--- src/rbb_pkg.sv ---
// rbb_pkg: shared types and constants for the rgb 3x3 box blur
// no dependencies
`default_nettype none

package rbb_pkg;

  localparam int MaxWidthDef = 2048;
  localparam int FilterSize  = 3;
  localparam int CfgW        = 12;
  localparam int ResetWidth  = 640;
  localparam int RowW        = 16;
  localparam int ChanW       = 8;
  // sum of nine 8-bit samples plus the rounding term stays below 4096
  localparam int SumW        = 12;
  // floor(x * 7282 / 2^16) == floor(x / 9) for every x below 32768
  localparam int Div9Mul     = 7282;
  localparam int Div9MulW    = 13;
  localparam int Div9Shift   = 16;
  localparam int RoundTerm   = 4;

  typedef struct packed {
    logic [ChanW-1:0] blue;
    logic [ChanW-1:0] green;
    logic [ChanW-1:0] red;
  } rgb_t;

  // one line store entry: newer line above the older line
  typedef struct packed {
    rgb_t newer;
    rgb_t older;
  } line_pair_t;

  typedef struct packed {
    logic [SumW-1:0] blue;
    logic [SumW-1:0] green;
    logic [SumW-1:0] red;
  } rgb_sum_t;

endpackage

`default_nettype wire

--- src/rbb_window.sv ---
// rbb_window: 3x3 pixel window and per-channel neighbourhood sums
// depends on rbb_pkg
`default_nettype none

module rbb_window (
  input  wire                 clk_i,
  input  wire                 shift_i,
  input  rbb_pkg::rgb_t       top_i,
  input  rbb_pkg::rgb_t       mid_i,
  input  rbb_pkg::rgb_t       bot_i,
  output rbb_pkg::rgb_sum_t   sum_o
);

  localparam int N = rbb_pkg::FilterSize;

  rbb_pkg::rgb_t win_q [N][N];  // [row][col], col N-1 newest

  always_ff @(posedge clk_i) begin
    if (shift_i) begin
      for (int r = 0; r < N; r++) begin
        for (int c = 0; c < N - 1; c++) begin
          win_q[r][c] <= win_q[r][c+1];
        end
      end
      win_q[0][N-1] <= top_i;
      win_q[1][N-1] <= mid_i;
      win_q[2][N-1] <= bot_i;
    end
  end

  always_comb begin
    sum_o = '0;
    for (int r = 0; r < N; r++) begin
      for (int c = 0; c < N; c++) begin
        sum_o.red   = sum_o.red   + rbb_pkg::SumW'(win_q[r][c].red);
        sum_o.green = sum_o.green + rbb_pkg::SumW'(win_q[r][c].green);
        sum_o.blue  = sum_o.blue  + rbb_pkg::SumW'(win_q[r][c].blue);
      end
    end
  end

endmodule

`default_nettype wire

--- config.mk ---
export PLATFORM = sky130hd
export DESIGN_NAME = rbb_window
export DESIGN_NICKNAME = d
export VERILOG_FILES = /design/src/rbb_pkg.sv /design/src/rbb_window.sv
export SDC_FILE = /design/constraint.sdc
export NUM_CORES = 1
export LEC_CHECK = 0
export ABC_AREA = 0
export BUFFER_PORTS_ARGS = -buffer_cell sky130_fd_sc_hd__buf_2
export CAP_MARGIN = 20
export CORE_MARGIN = 3
export CORE_UTILIZATION = 30
export DETAILED_ROUTE_END_ITERATION = 8
export PLACE_DENSITY = 0.44
export REMOVE_ABC_BUFFERS = 1
export SYNTH_ARGS = -nofsm -noshare
export SYNTH_HDL_FRONTEND = slang
export SYNTH_SLANG_ARGS = --single-unit
--- constraint.sdc ---
create_clock -name clk_i -period 4.7 [get_ports clk_i]
set_input_delay 0.235 -clock clk_i [delete_from_list [all_inputs] [get_ports clk_i]]
set_output_delay 0.235 -clock clk_i [all_outputs]
set_load 0.01 [all_outputs]
==> results.cfg <==
[finish]
area_growth_syn_to_layout_pct = 27.29
drive_above_1_share_pct = 21.45
antenna_cells = 0
nNetsFinal = 1261
reg_top3 = win_q: 216 flops
regMostFlops = win_q
largest_reg_flops = 216
final_util_pct = 39.28

[global_routing]
grt_pass1_wl_um = 33190
antenna_found_initial = 0
grt_pass1_vias = 6539
grt_start_max_net_pins = 116
grt_overflow = 0
grt_use_total_pct = 9.927

[synthesis]
muxShareOfSynthArea_pct = 0
synthAdderAreaFrac_pct = 31.73
synth_xor_area_share_pct = 1.341
synth-seq-cells = 216
synthCells = 759
synth_compound_area_share_pct = 2.564
synth_area_per_cell_um2 = 15.49
yosysWarnings = 0
synthSimpleGateAreaFrac_pct = 1.426
synth_cell_types = 32
synth_area_um2 = 11760
seq_area_frac_synth_pct = 55.15
synth_top_family_by_area = adder cells

[floorplanning]
dieHeight_um = 204.0
io_pins = 110
dieWidth_um = 204.0
start_util_pct = 30.86
die_area_um2 = 41610
core_area_um2 = 38110
rows = 71

[setup_path]
slowest_delay_ps = 570
worstPathRequired_ps = 4470
crit_chain = fa_1 -> inv_1 -> fa_1 -> fa_1 -> fa_1 -> inv_2 -> ha_4 -> inv_2 -> fa_2 -> nor2b_4 -> o2111ai_2 -> nand3_2 -> o41a_1 -> xor2_1 -> buf_2
critPathKind = flop to output port
cp_max_fo = 2
r2r_slack_ps = 3800
cpMostUsedCell = fa_1
critPathArrivalTime_ps = 4520
start_kind = flop
endpoint_kind = output port
cpLargestDelayFamily = adder cells
crit_path_top_delay_cell = fa_1
path_buf_inv = 4

[timing]
rsz0062_at_grt = true
setup_viol_count_final = 1
hold_violations = 0
fmax_mhz = 210.4
fin_crit_sh_pct = 101.1
setup_slack_ps = -52.19
final.min_clock_period_ps = 4752
worst_slew_pin_slew_ps = 930.9
maxSlewHeadroom_pct = 37.94
slew_violations = 0
finClkSkew_ps = 8.163

[clocking]
clock_path_buffers = 3
clock_latency_ps = 540
cts_made_buffers = 28
clkTransAtPathRegs_ps = 60
cts_tree = yes
cts_max_level = 1
cts.sinks = 216
root_buffer = clkbuf_16

[route]
drc = 0
postRouteWirelength_um = 19750
drt_iter0_markers = 231
wl_per_cell_um = 13.01
via_per_inst = 3.885
firstDrtPassIters = 4
drtAntennaViolNets = 0
dr_total_vias = 5897

[worst_hold_path]
hp-class = primary input to flop

[place]
place_hpwl_um = 13990
place.gp.congestion = 0.7146
io_buffer_count = 109

[outcome]
status = finished with violations
violations = negative setup slack

[run]
drv_cap = 0
## logic make-up after synthesis
kind of cell,Yosys count
compound gates,44
buf+inv,244
fa+ha+maj,201
simple gates,36
flops,216
xor+xnor,18
## worst register-to-register path, stage by stage (launching register included)
cell      delay (ps)
edfxtp_1         400
buf_4            150
buf_4            120
## cell usage in the layout, fill, tap and decap left out, types with 3 or more instances in the layout
cell,count
buf_4,14
nor2_1,14
xnor2_1,11
nor2_2,3
o21bai_1,3
a21o_1,3
ha_4,9
inv_2,14
ha_1,29
a21oi_1,7
xnor2_2,3
clkinv_1,7
clkbuf_16,29
dlygate4sd3_1,72
clkinvlp_4,3
o21ai_1,3
nand2_1,6
o211ai_1,3
bufinv_16,4
nand3_1,3
clkbuf_1,6
o21a_1,4
inv_1,230
fa_2,9
o21ai_0,5
fa_1,153
buf_2,108
xor2_1,4
edfxtp_1,216
## cells in the mapped netlist
cell,number,area (um^2)
o41ai_1,1,8.760
a21oi_1,9,45.04
nor2b_1,3,18.77
nor3_1,2,10.01
o21bai_1,3,22.52
a211oi_1,3,22.52
nor4_1,1,6.260
nand3_1,4,20.02
o31a_2,1,10.01
nand2b_1,1,6.260
a211oi_2,1,12.51
o31a_1,1,8.760
nor2_1,17,63.81
inv_1,244,915.9
a31oi_1,2,12.51
xnor2_1,14,122.6
o41a_1,1,11.26
o21a_1,4,30.03
or2_2,1,6.260
o211ai_1,3,22.52
o311a_1,1,10.01
fa_1,162,3243
nor2b_4,1,13.76
o21ai_0,8,40.04
edfxtp_1,216,6486
a21o_1,3,22.52
o2111ai_1,1,8.760
ha_1,39,488.0
xor2_1,4,35.03
nand2_1,6,22.52
o22ai_1,1,6.260
o31ai_1,1,7.510
## stage by stage
step	setup WS (ps)	hold WS, ps	std cells	area [um^2]	setup TNS, ps
floorplan	504.7	333.9	759	11760	0
global placement	241.3	411.2	1380	12970	0
detailed placement	222.4	413.1	1380	12970	0
CTS	-116.3	276.3	1515	14870	-408.5
global route	-266.7	305.0	1518	14970	-1555
finish	-52.19	257.1	1518	14970	-52.19
## metal layers
layer  GRT usage, %  vias up  wire length [um]  share of wire [%]
met5              0        -                 0                  0
met4          3.883        0               637                3.2
met3          1.688       33               723                3.7
met2          15.13       80              8715                 44
met1          14.24     2931              9676                 49
li1               -     2853                 -                  -
## timing repair
action,in CTS,in global routing
pin swaps,41,27
gates resized for setup,35,24
setup endpoints to repair,13,14
hold buffers,72,0
buffers inserted,12,3
endpoints found under the hold margin,72,0
## final cells by class
type                       instances  area (um^2)
tap                              511        639.4
fill                            3649        23140
sequential                       216         6486
inverter                         244        915.9
clock buffer                      35        748.2
multi-input combinational        299         4584
timing repair buffer             197         1413
clock inverter                    16        182.7
## path summary, 6_finish.rpt
path,from,endpoint,depth (start not counted)
worst max register to register,win_q[0][2],win_q[0][26],2
worst min register to register,win_q[0][23],win_q[0][47],0
worst min-delay path,shift_i,win_q[0][199],1
worst max-delay path,win_q[0][18],sum_o[34],15
Power is left out: the tool's default activity adds up to more than one toggle a clock period on the data nets, which glitch-free logic cannot reach.
