File: src/rbb_pkg.sv
// rbb_pkg: shared types and constants for the rgb 3x3 box blur
// no dependencies
`default_nettype none

package rbb_pkg;

  localparam int MaxWidthDef = 2048;
  localparam int FilterSize  = 3;
  localparam int CfgW        = 12;
  localparam int ResetWidth  = 640;
  localparam int RowW        = 16;
  localparam int ChanW       = 8;
  // sum of nine 8-bit samples plus the rounding term stays below 4096
  localparam int SumW        = 12;
  // floor(x * 7282 / 2^16) == floor(x / 9) for every x below 32768
  localparam int Div9Mul     = 7282;
  localparam int Div9MulW    = 13;
  localparam int Div9Shift   = 16;
  localparam int RoundTerm   = 4;

  typedef struct packed {
    logic [ChanW-1:0] blue;
    logic [ChanW-1:0] green;
    logic [ChanW-1:0] red;
  } rgb_t;

  // one line store entry: newer line above the older line
  typedef struct packed {
    rgb_t newer;
    rgb_t older;
  } line_pair_t;

  typedef struct packed {
    logic [SumW-1:0] blue;
    logic [SumW-1:0] green;
    logic [SumW-1:0] red;
  } rgb_sum_t;

endpackage

`default_nettype wire

File: src/rbb_mean.sv
// rbb_mean: registered sums, rounded divide by nine, output register
// depends on rbb_pkg
`default_nettype none

module rbb_mean #(
  parameter int MAX_WIDTH = rbb_pkg::MaxWidthDef,
  localparam int COL_W = $clog2(MAX_WIDTH)
) (
  input  wire                          clk_i,
  input  wire                          rst_ni,
  input  wire                          in_valid_i,
  output logic                         in_ready_o,
  input  rbb_pkg::rgb_sum_t            in_sum_i,
  input  wire [rbb_pkg::RowW-1:0]      in_row_i,
  input  wire [COL_W-1:0]              in_col_i,
  output logic                         out_valid_o,
  input  wire                          out_ready_i,
  output rbb_pkg::rgb_t                out_rgb_o,
  output logic [rbb_pkg::RowW-1:0]     out_row_o,
  output logic [COL_W-1:0]             out_col_o
);

  localparam int ProdW = rbb_pkg::SumW + rbb_pkg::Div9MulW;

  logic                         sum_v_q;
  rbb_pkg::rgb_sum_t            sum_q;
  logic [rbb_pkg::RowW-1:0]     sum_row_q;
  logic [COL_W-1:0]             sum_col_q;
  logic                         out_v_q;
  rbb_pkg::rgb_t                out_rgb_q;
  logic [rbb_pkg::RowW-1:0]     out_row_q;
  logic [COL_W-1:0]             out_col_q;
  logic                         out_load;
  logic                         sum_load;
  rbb_pkg::rgb_t                mean_d;

  function automatic logic [rbb_pkg::ChanW-1:0] div9_round(
    input logic [rbb_pkg::SumW-1:0] sum
  );
    logic [ProdW-1:0] prod;
    prod = ProdW'(sum + rbb_pkg::SumW'(rbb_pkg::RoundTerm))
         * ProdW'(rbb_pkg::Div9Mul);
    return prod[rbb_pkg::Div9Shift +: rbb_pkg::ChanW];
  endfunction

  assign out_load   = sum_v_q && (!out_v_q || out_ready_i);
  assign in_ready_o = !sum_v_q || out_load;
  assign sum_load   = in_valid_i && in_ready_o;

  always_comb begin
    mean_d.red   = div9_round(sum_q.red);
    mean_d.green = div9_round(sum_q.green);
    mean_d.blue  = div9_round(sum_q.blue);
  end

  always_ff @(posedge clk_i or negedge rst_ni) begin
    if (!rst_ni) begin
      sum_v_q <= 1'b0;
      out_v_q <= 1'b0;
    end else begin
      if (in_ready_o) begin
        sum_v_q <= in_valid_i;
      end
      if (!out_v_q || out_ready_i) begin
        out_v_q <= sum_v_q;
      end
    end
  end

  always_ff @(posedge clk_i) begin
    if (sum_load) begin
      sum_q     <= in_sum_i;
      sum_row_q <= in_row_i;
      sum_col_q <= in_col_i;
    end
    if (out_load) begin
      out_rgb_q <= mean_d;
      out_row_q <= sum_row_q;
      out_col_q <= sum_col_q;
    end
  end

  assign out_valid_o = out_v_q;
  assign out_rgb_o   = out_rgb_q;
  assign out_row_o   = out_row_q;
  assign out_col_o   = out_col_q;

endmodule

`default_nettype wire

File: config.mk
export PLATFORM = sky130hd
export DESIGN_NAME = rbb_mean
export DESIGN_NICKNAME = d
export VERILOG_FILES = /design/src/rbb_pkg.sv /design/src/rbb_mean.sv
export SDC_FILE = /design/constraint.sdc
export NUM_CORES = 1
export LEC_CHECK = 0
export ABC_AREA = 1
export BUFFER_PORTS_ARGS = -buffer_cell sky130_fd_sc_hd__buf_2
export CAP_MARGIN = 5
export CELL_PAD_IN_SITES_DETAIL_PLACEMENT = 1
export CELL_PAD_IN_SITES_GLOBAL_PLACEMENT = 2
export CORE_ASPECT_RATIO = 1.5
export CORE_MARGIN = 2
export CORE_UTILIZATION = 35
export CTS_CLUSTER_DIAMETER = 200
export DETAILED_ROUTE_END_ITERATION = 8
export PLACE_DENSITY_LB_ADDON = 0.2
export SKIP_CTS_REPAIR_TIMING = 1
export SLEW_MARGIN = 20
export SYNTH_ARGS = -nofsm -noshare
export SYNTH_HDL_FRONTEND = slang
export SYNTH_SLANG_ARGS = --single-unit
File: constraint.sdc
create_clock -name clk_i -period 4.55 [get_ports clk_i]
set_input_delay 0.2275 -clock clk_i [delete_from_list [all_inputs] [get_ports clk_i]]
set_output_delay 0.2275 -clock clk_i [all_outputs]
set_load 0.03 [all_outputs]
==> flow_metrics.tcl <==
set metrics [dict create \
    place.port_buffers 119 \
    post-route-min-period_ps 4880 \
    dp_hpwl_mm 29.0 \
    timing.final.crit_share_pct 107 \
    synth_fp_nets 1630 \
    syn_to_final_growth_pct 48.2 \
    path_clk_slew_ps 70 \
    antenna_found_initial 2 \
    finalMaxSlewViolations 0 \
    synth.distinct_cells 39 \
    tritoncts "built" \
    drtAntennaViolNets 0 \
    avgSynthCellArea_um2 9.20 \
    vias 9850 \
    slowest_delay_ps 600 \
    num_io_pins 120 \
    yosysMostFrequentCell "inv_1" \
    post_drt_wl_per_cell_um 17.0 \
    slowest_stage "fa_2" \
    status "finished, violations left" \
    hold_slack_ps 54.1 \
    max_slew_margin_pct 26.4 \
    path_cells "nand2_2, nor2_4, nand2_2, nor2_4, nand2_4, nor2_4, nand3_4, xor2_4, inv_2, fa_1, ha_4, inv_2, fa_1, inv_2, fa_2, ha_4, ha_4, nand4_1, nor2_2, nand4_1, nand4_1, nand2_1" \
    critPathCaptureType "register" \
    cts_max_level 4 \
    post-route-cell-area_mm2 0.0173 \
    grt_pass1_vias 10600 \
    cts-root-buf "clkbuf_16" \
    mappedNetlistArea_mm2 0.0117 \
    grt_usage_pct 19.8 \
    grt_pass1_wl_mm 53.4 \
    cap_violations 0 \
    drc 0 \
    cts-buffers-inserted 17 \
    dr.pass1.iters 5 \
    die_w_um 153 \
    hold_path.class "in2reg" \
    critPathBufInv 3 \
    layout-drive-gt1-share_pct 38.6 \
    tightest_slew_ps 1100 \
    yosysSeqAreaShare_pct 29.7 \
    ys_ff_latch 116 \
    first_iter_violations 235 \
    gp_congestion 0.834 \
    cp.required_ps 4750 \
    critPathArrivalTime_ps 5090 \
    nFillCells 3723 \
    async_flop_share_pct 1.72 \
    die_h_um 228 \
    synthFlopType "edfxtp_1" \
    yosysWarnings 0 \
    synthTopCellsByArea "edfxtp_1, ha_1, fa_1" \
    fin_nets 2028 \
    die_area_mm2 0.0349 \
    netlist.area_leader.share_pct 29.3 \
    setup_violations 23 \
    clk_latency_ps 450 \
    path_class "reg2reg" \
    place_inst 1976 \
    rsz0062_at_grt "yes" \
    hold_viol 0 \
    cts.sinks 116 \
    fin_skew_ps 13.5 \
    critPathTopFamily "adder cells" \
    setup_slack_ps -333 \
    final_cell_count_no_fill 2104 \
    clockBufferDepth 2 \
    synth.largest_area_cell "edfxtp_1" \
    fmax_ghz 0.205 \
    ys_top_cells_by_count "inv_1, nand2_1, ha_1" \
    cp-start-kind "register" \
    start_util_pct 35.3 \
    crit_fanout 5 \
    violations "negative setup slack" \
    core_area_mm2 0.0331 \
    final_util_pct 52.3 \
    vias_per_cell 4.68 \
    drt_wl_total_mm 35.8 \
    post_dp_cell_area_mm2 0.0146 \
    rows 82 \
    synth_edf_count 114 \
    syn_inst 1271 \
    gr-total-overflow 0 \
    grt_max_degree 43 \
]
cell families (layout without fill, tap and decap cells):
kind of cell    count (synthesis)  after routing  share of synthesized area (%)
simple gates                  398            398                           14.7
buf+inv                       320            731                           10.3
fa+ha+maj                     292            292                           36.6
flops                         116            116                           29.7
compound gates                 96             96                           4.85
xor+xnor                       49             49                           3.93
other cells                     0              2                              0
layout by cell type (no fill, tap or decap), drive strengths merged:
cell,Yosys,layout
a31o,1,1
nor2,79,79
nor2b,1,1
o21a,3,3
a21oi,42,42
nand3b,2,2
o31ai,2,2
nor4,3,3
buf,0,315
o21ai,20,20
or2,7,7
a21boi,5,5
dfrtp,2,2
inv,320,329
dlygate4sd3,0,64
diode,0,2
a31oi,1,1
ha,209,209
clkbuf,0,17
nor3b,1,1
nand4,10,10
nand3,45,45
clkinv,0,1
edfxtp,114,114
nand2,236,236
nor3,14,14
a21o,15,15
xnor2,17,17
clkinvlp,0,5
xor2,32,32
o211ai,1,1
fa,83,83
o21bai,6,6
worst paths after layout:
kind / startpoint / to / slack [ps] / cells past startpoint
max in group asynchronous: rst_ni / sum_v_q$_DFFE_PN0N_ / 4340 / 2
hold / removal: in_valid_i / sum_v_q$_DFFE_PN0N_ / 50 / 3
setup / recovery: sum_q[14]$_DFFE_PP_ / out_rgb_o[15]$_DFFE_PP_ / -330 / 22
min in group asynchronous: rst_ni / out_valid_o$_DFFE_PN0P_ / 110 / 2
setup reg to reg: sum_q[14]$_DFFE_PP_ / out_rgb_o[15]$_DFFE_PP_ / -330 / 22
hold reg to reg: sum_col_q[4]$_DFFE_PP_ / out_col_o[4]$_DFFE_PP_ / 410 / 0
worst min-delay path, delay by kind of cell:
kind / cells / cell delay [ps]
and+or+nand+nor: 2 / 150
buffers and inverters: 1 / 80
per-layer routing:
metal | part of all wire (%) | track usage [%]
met2 | 60 | 41.2
met5 | 0 | 0
met3 | 2.0 | 2.74
met4 | 3.5 | 7.23
met1 | 34 | 19.0
registers in the layout, indices dropped and copies added, names as in the netlist:
| name | flops |
|---|---|
| sum_row_q | 16 |
| sum_q | 36 |
| out_valid_o | 1 |
| sum_col_q | 11 |
| out_rgb_o | 24 |
| out_col_o | 11 |
| out_row_o | 16 |
| sum_v_q | 1 |
through the flow:
step	setup slack [ps]	setup TNS (ps)
2_1_floorplan	-66.3	-181
3_3_place_gp	-471	-7160
3_5_place_dp	-552	-8900
4_1_cts	-557	-9200
5_1_grt	-593	-10630
6_report	-333	-5100
area by class of cell:
class | count | area, um^2 | area share, %
inverters | 320 | 1210 | 6.99
multi-input cells | 835 | 8780 | 50.7
flip-flops and latches | 116 | 3470 | 20.1
clock inverters | 15 | 138 | 0.795
diodes | 2 | 5.00 | 0.0289
clock buffers | 17 | 425 | 2.46
well taps | 420 | 526 | 3.03
repair buffers | 379 | 2770 | 16.0
Power is not shown: default switching activity piles up to over one toggle a cycle in this logic, so the estimate is an artifact.
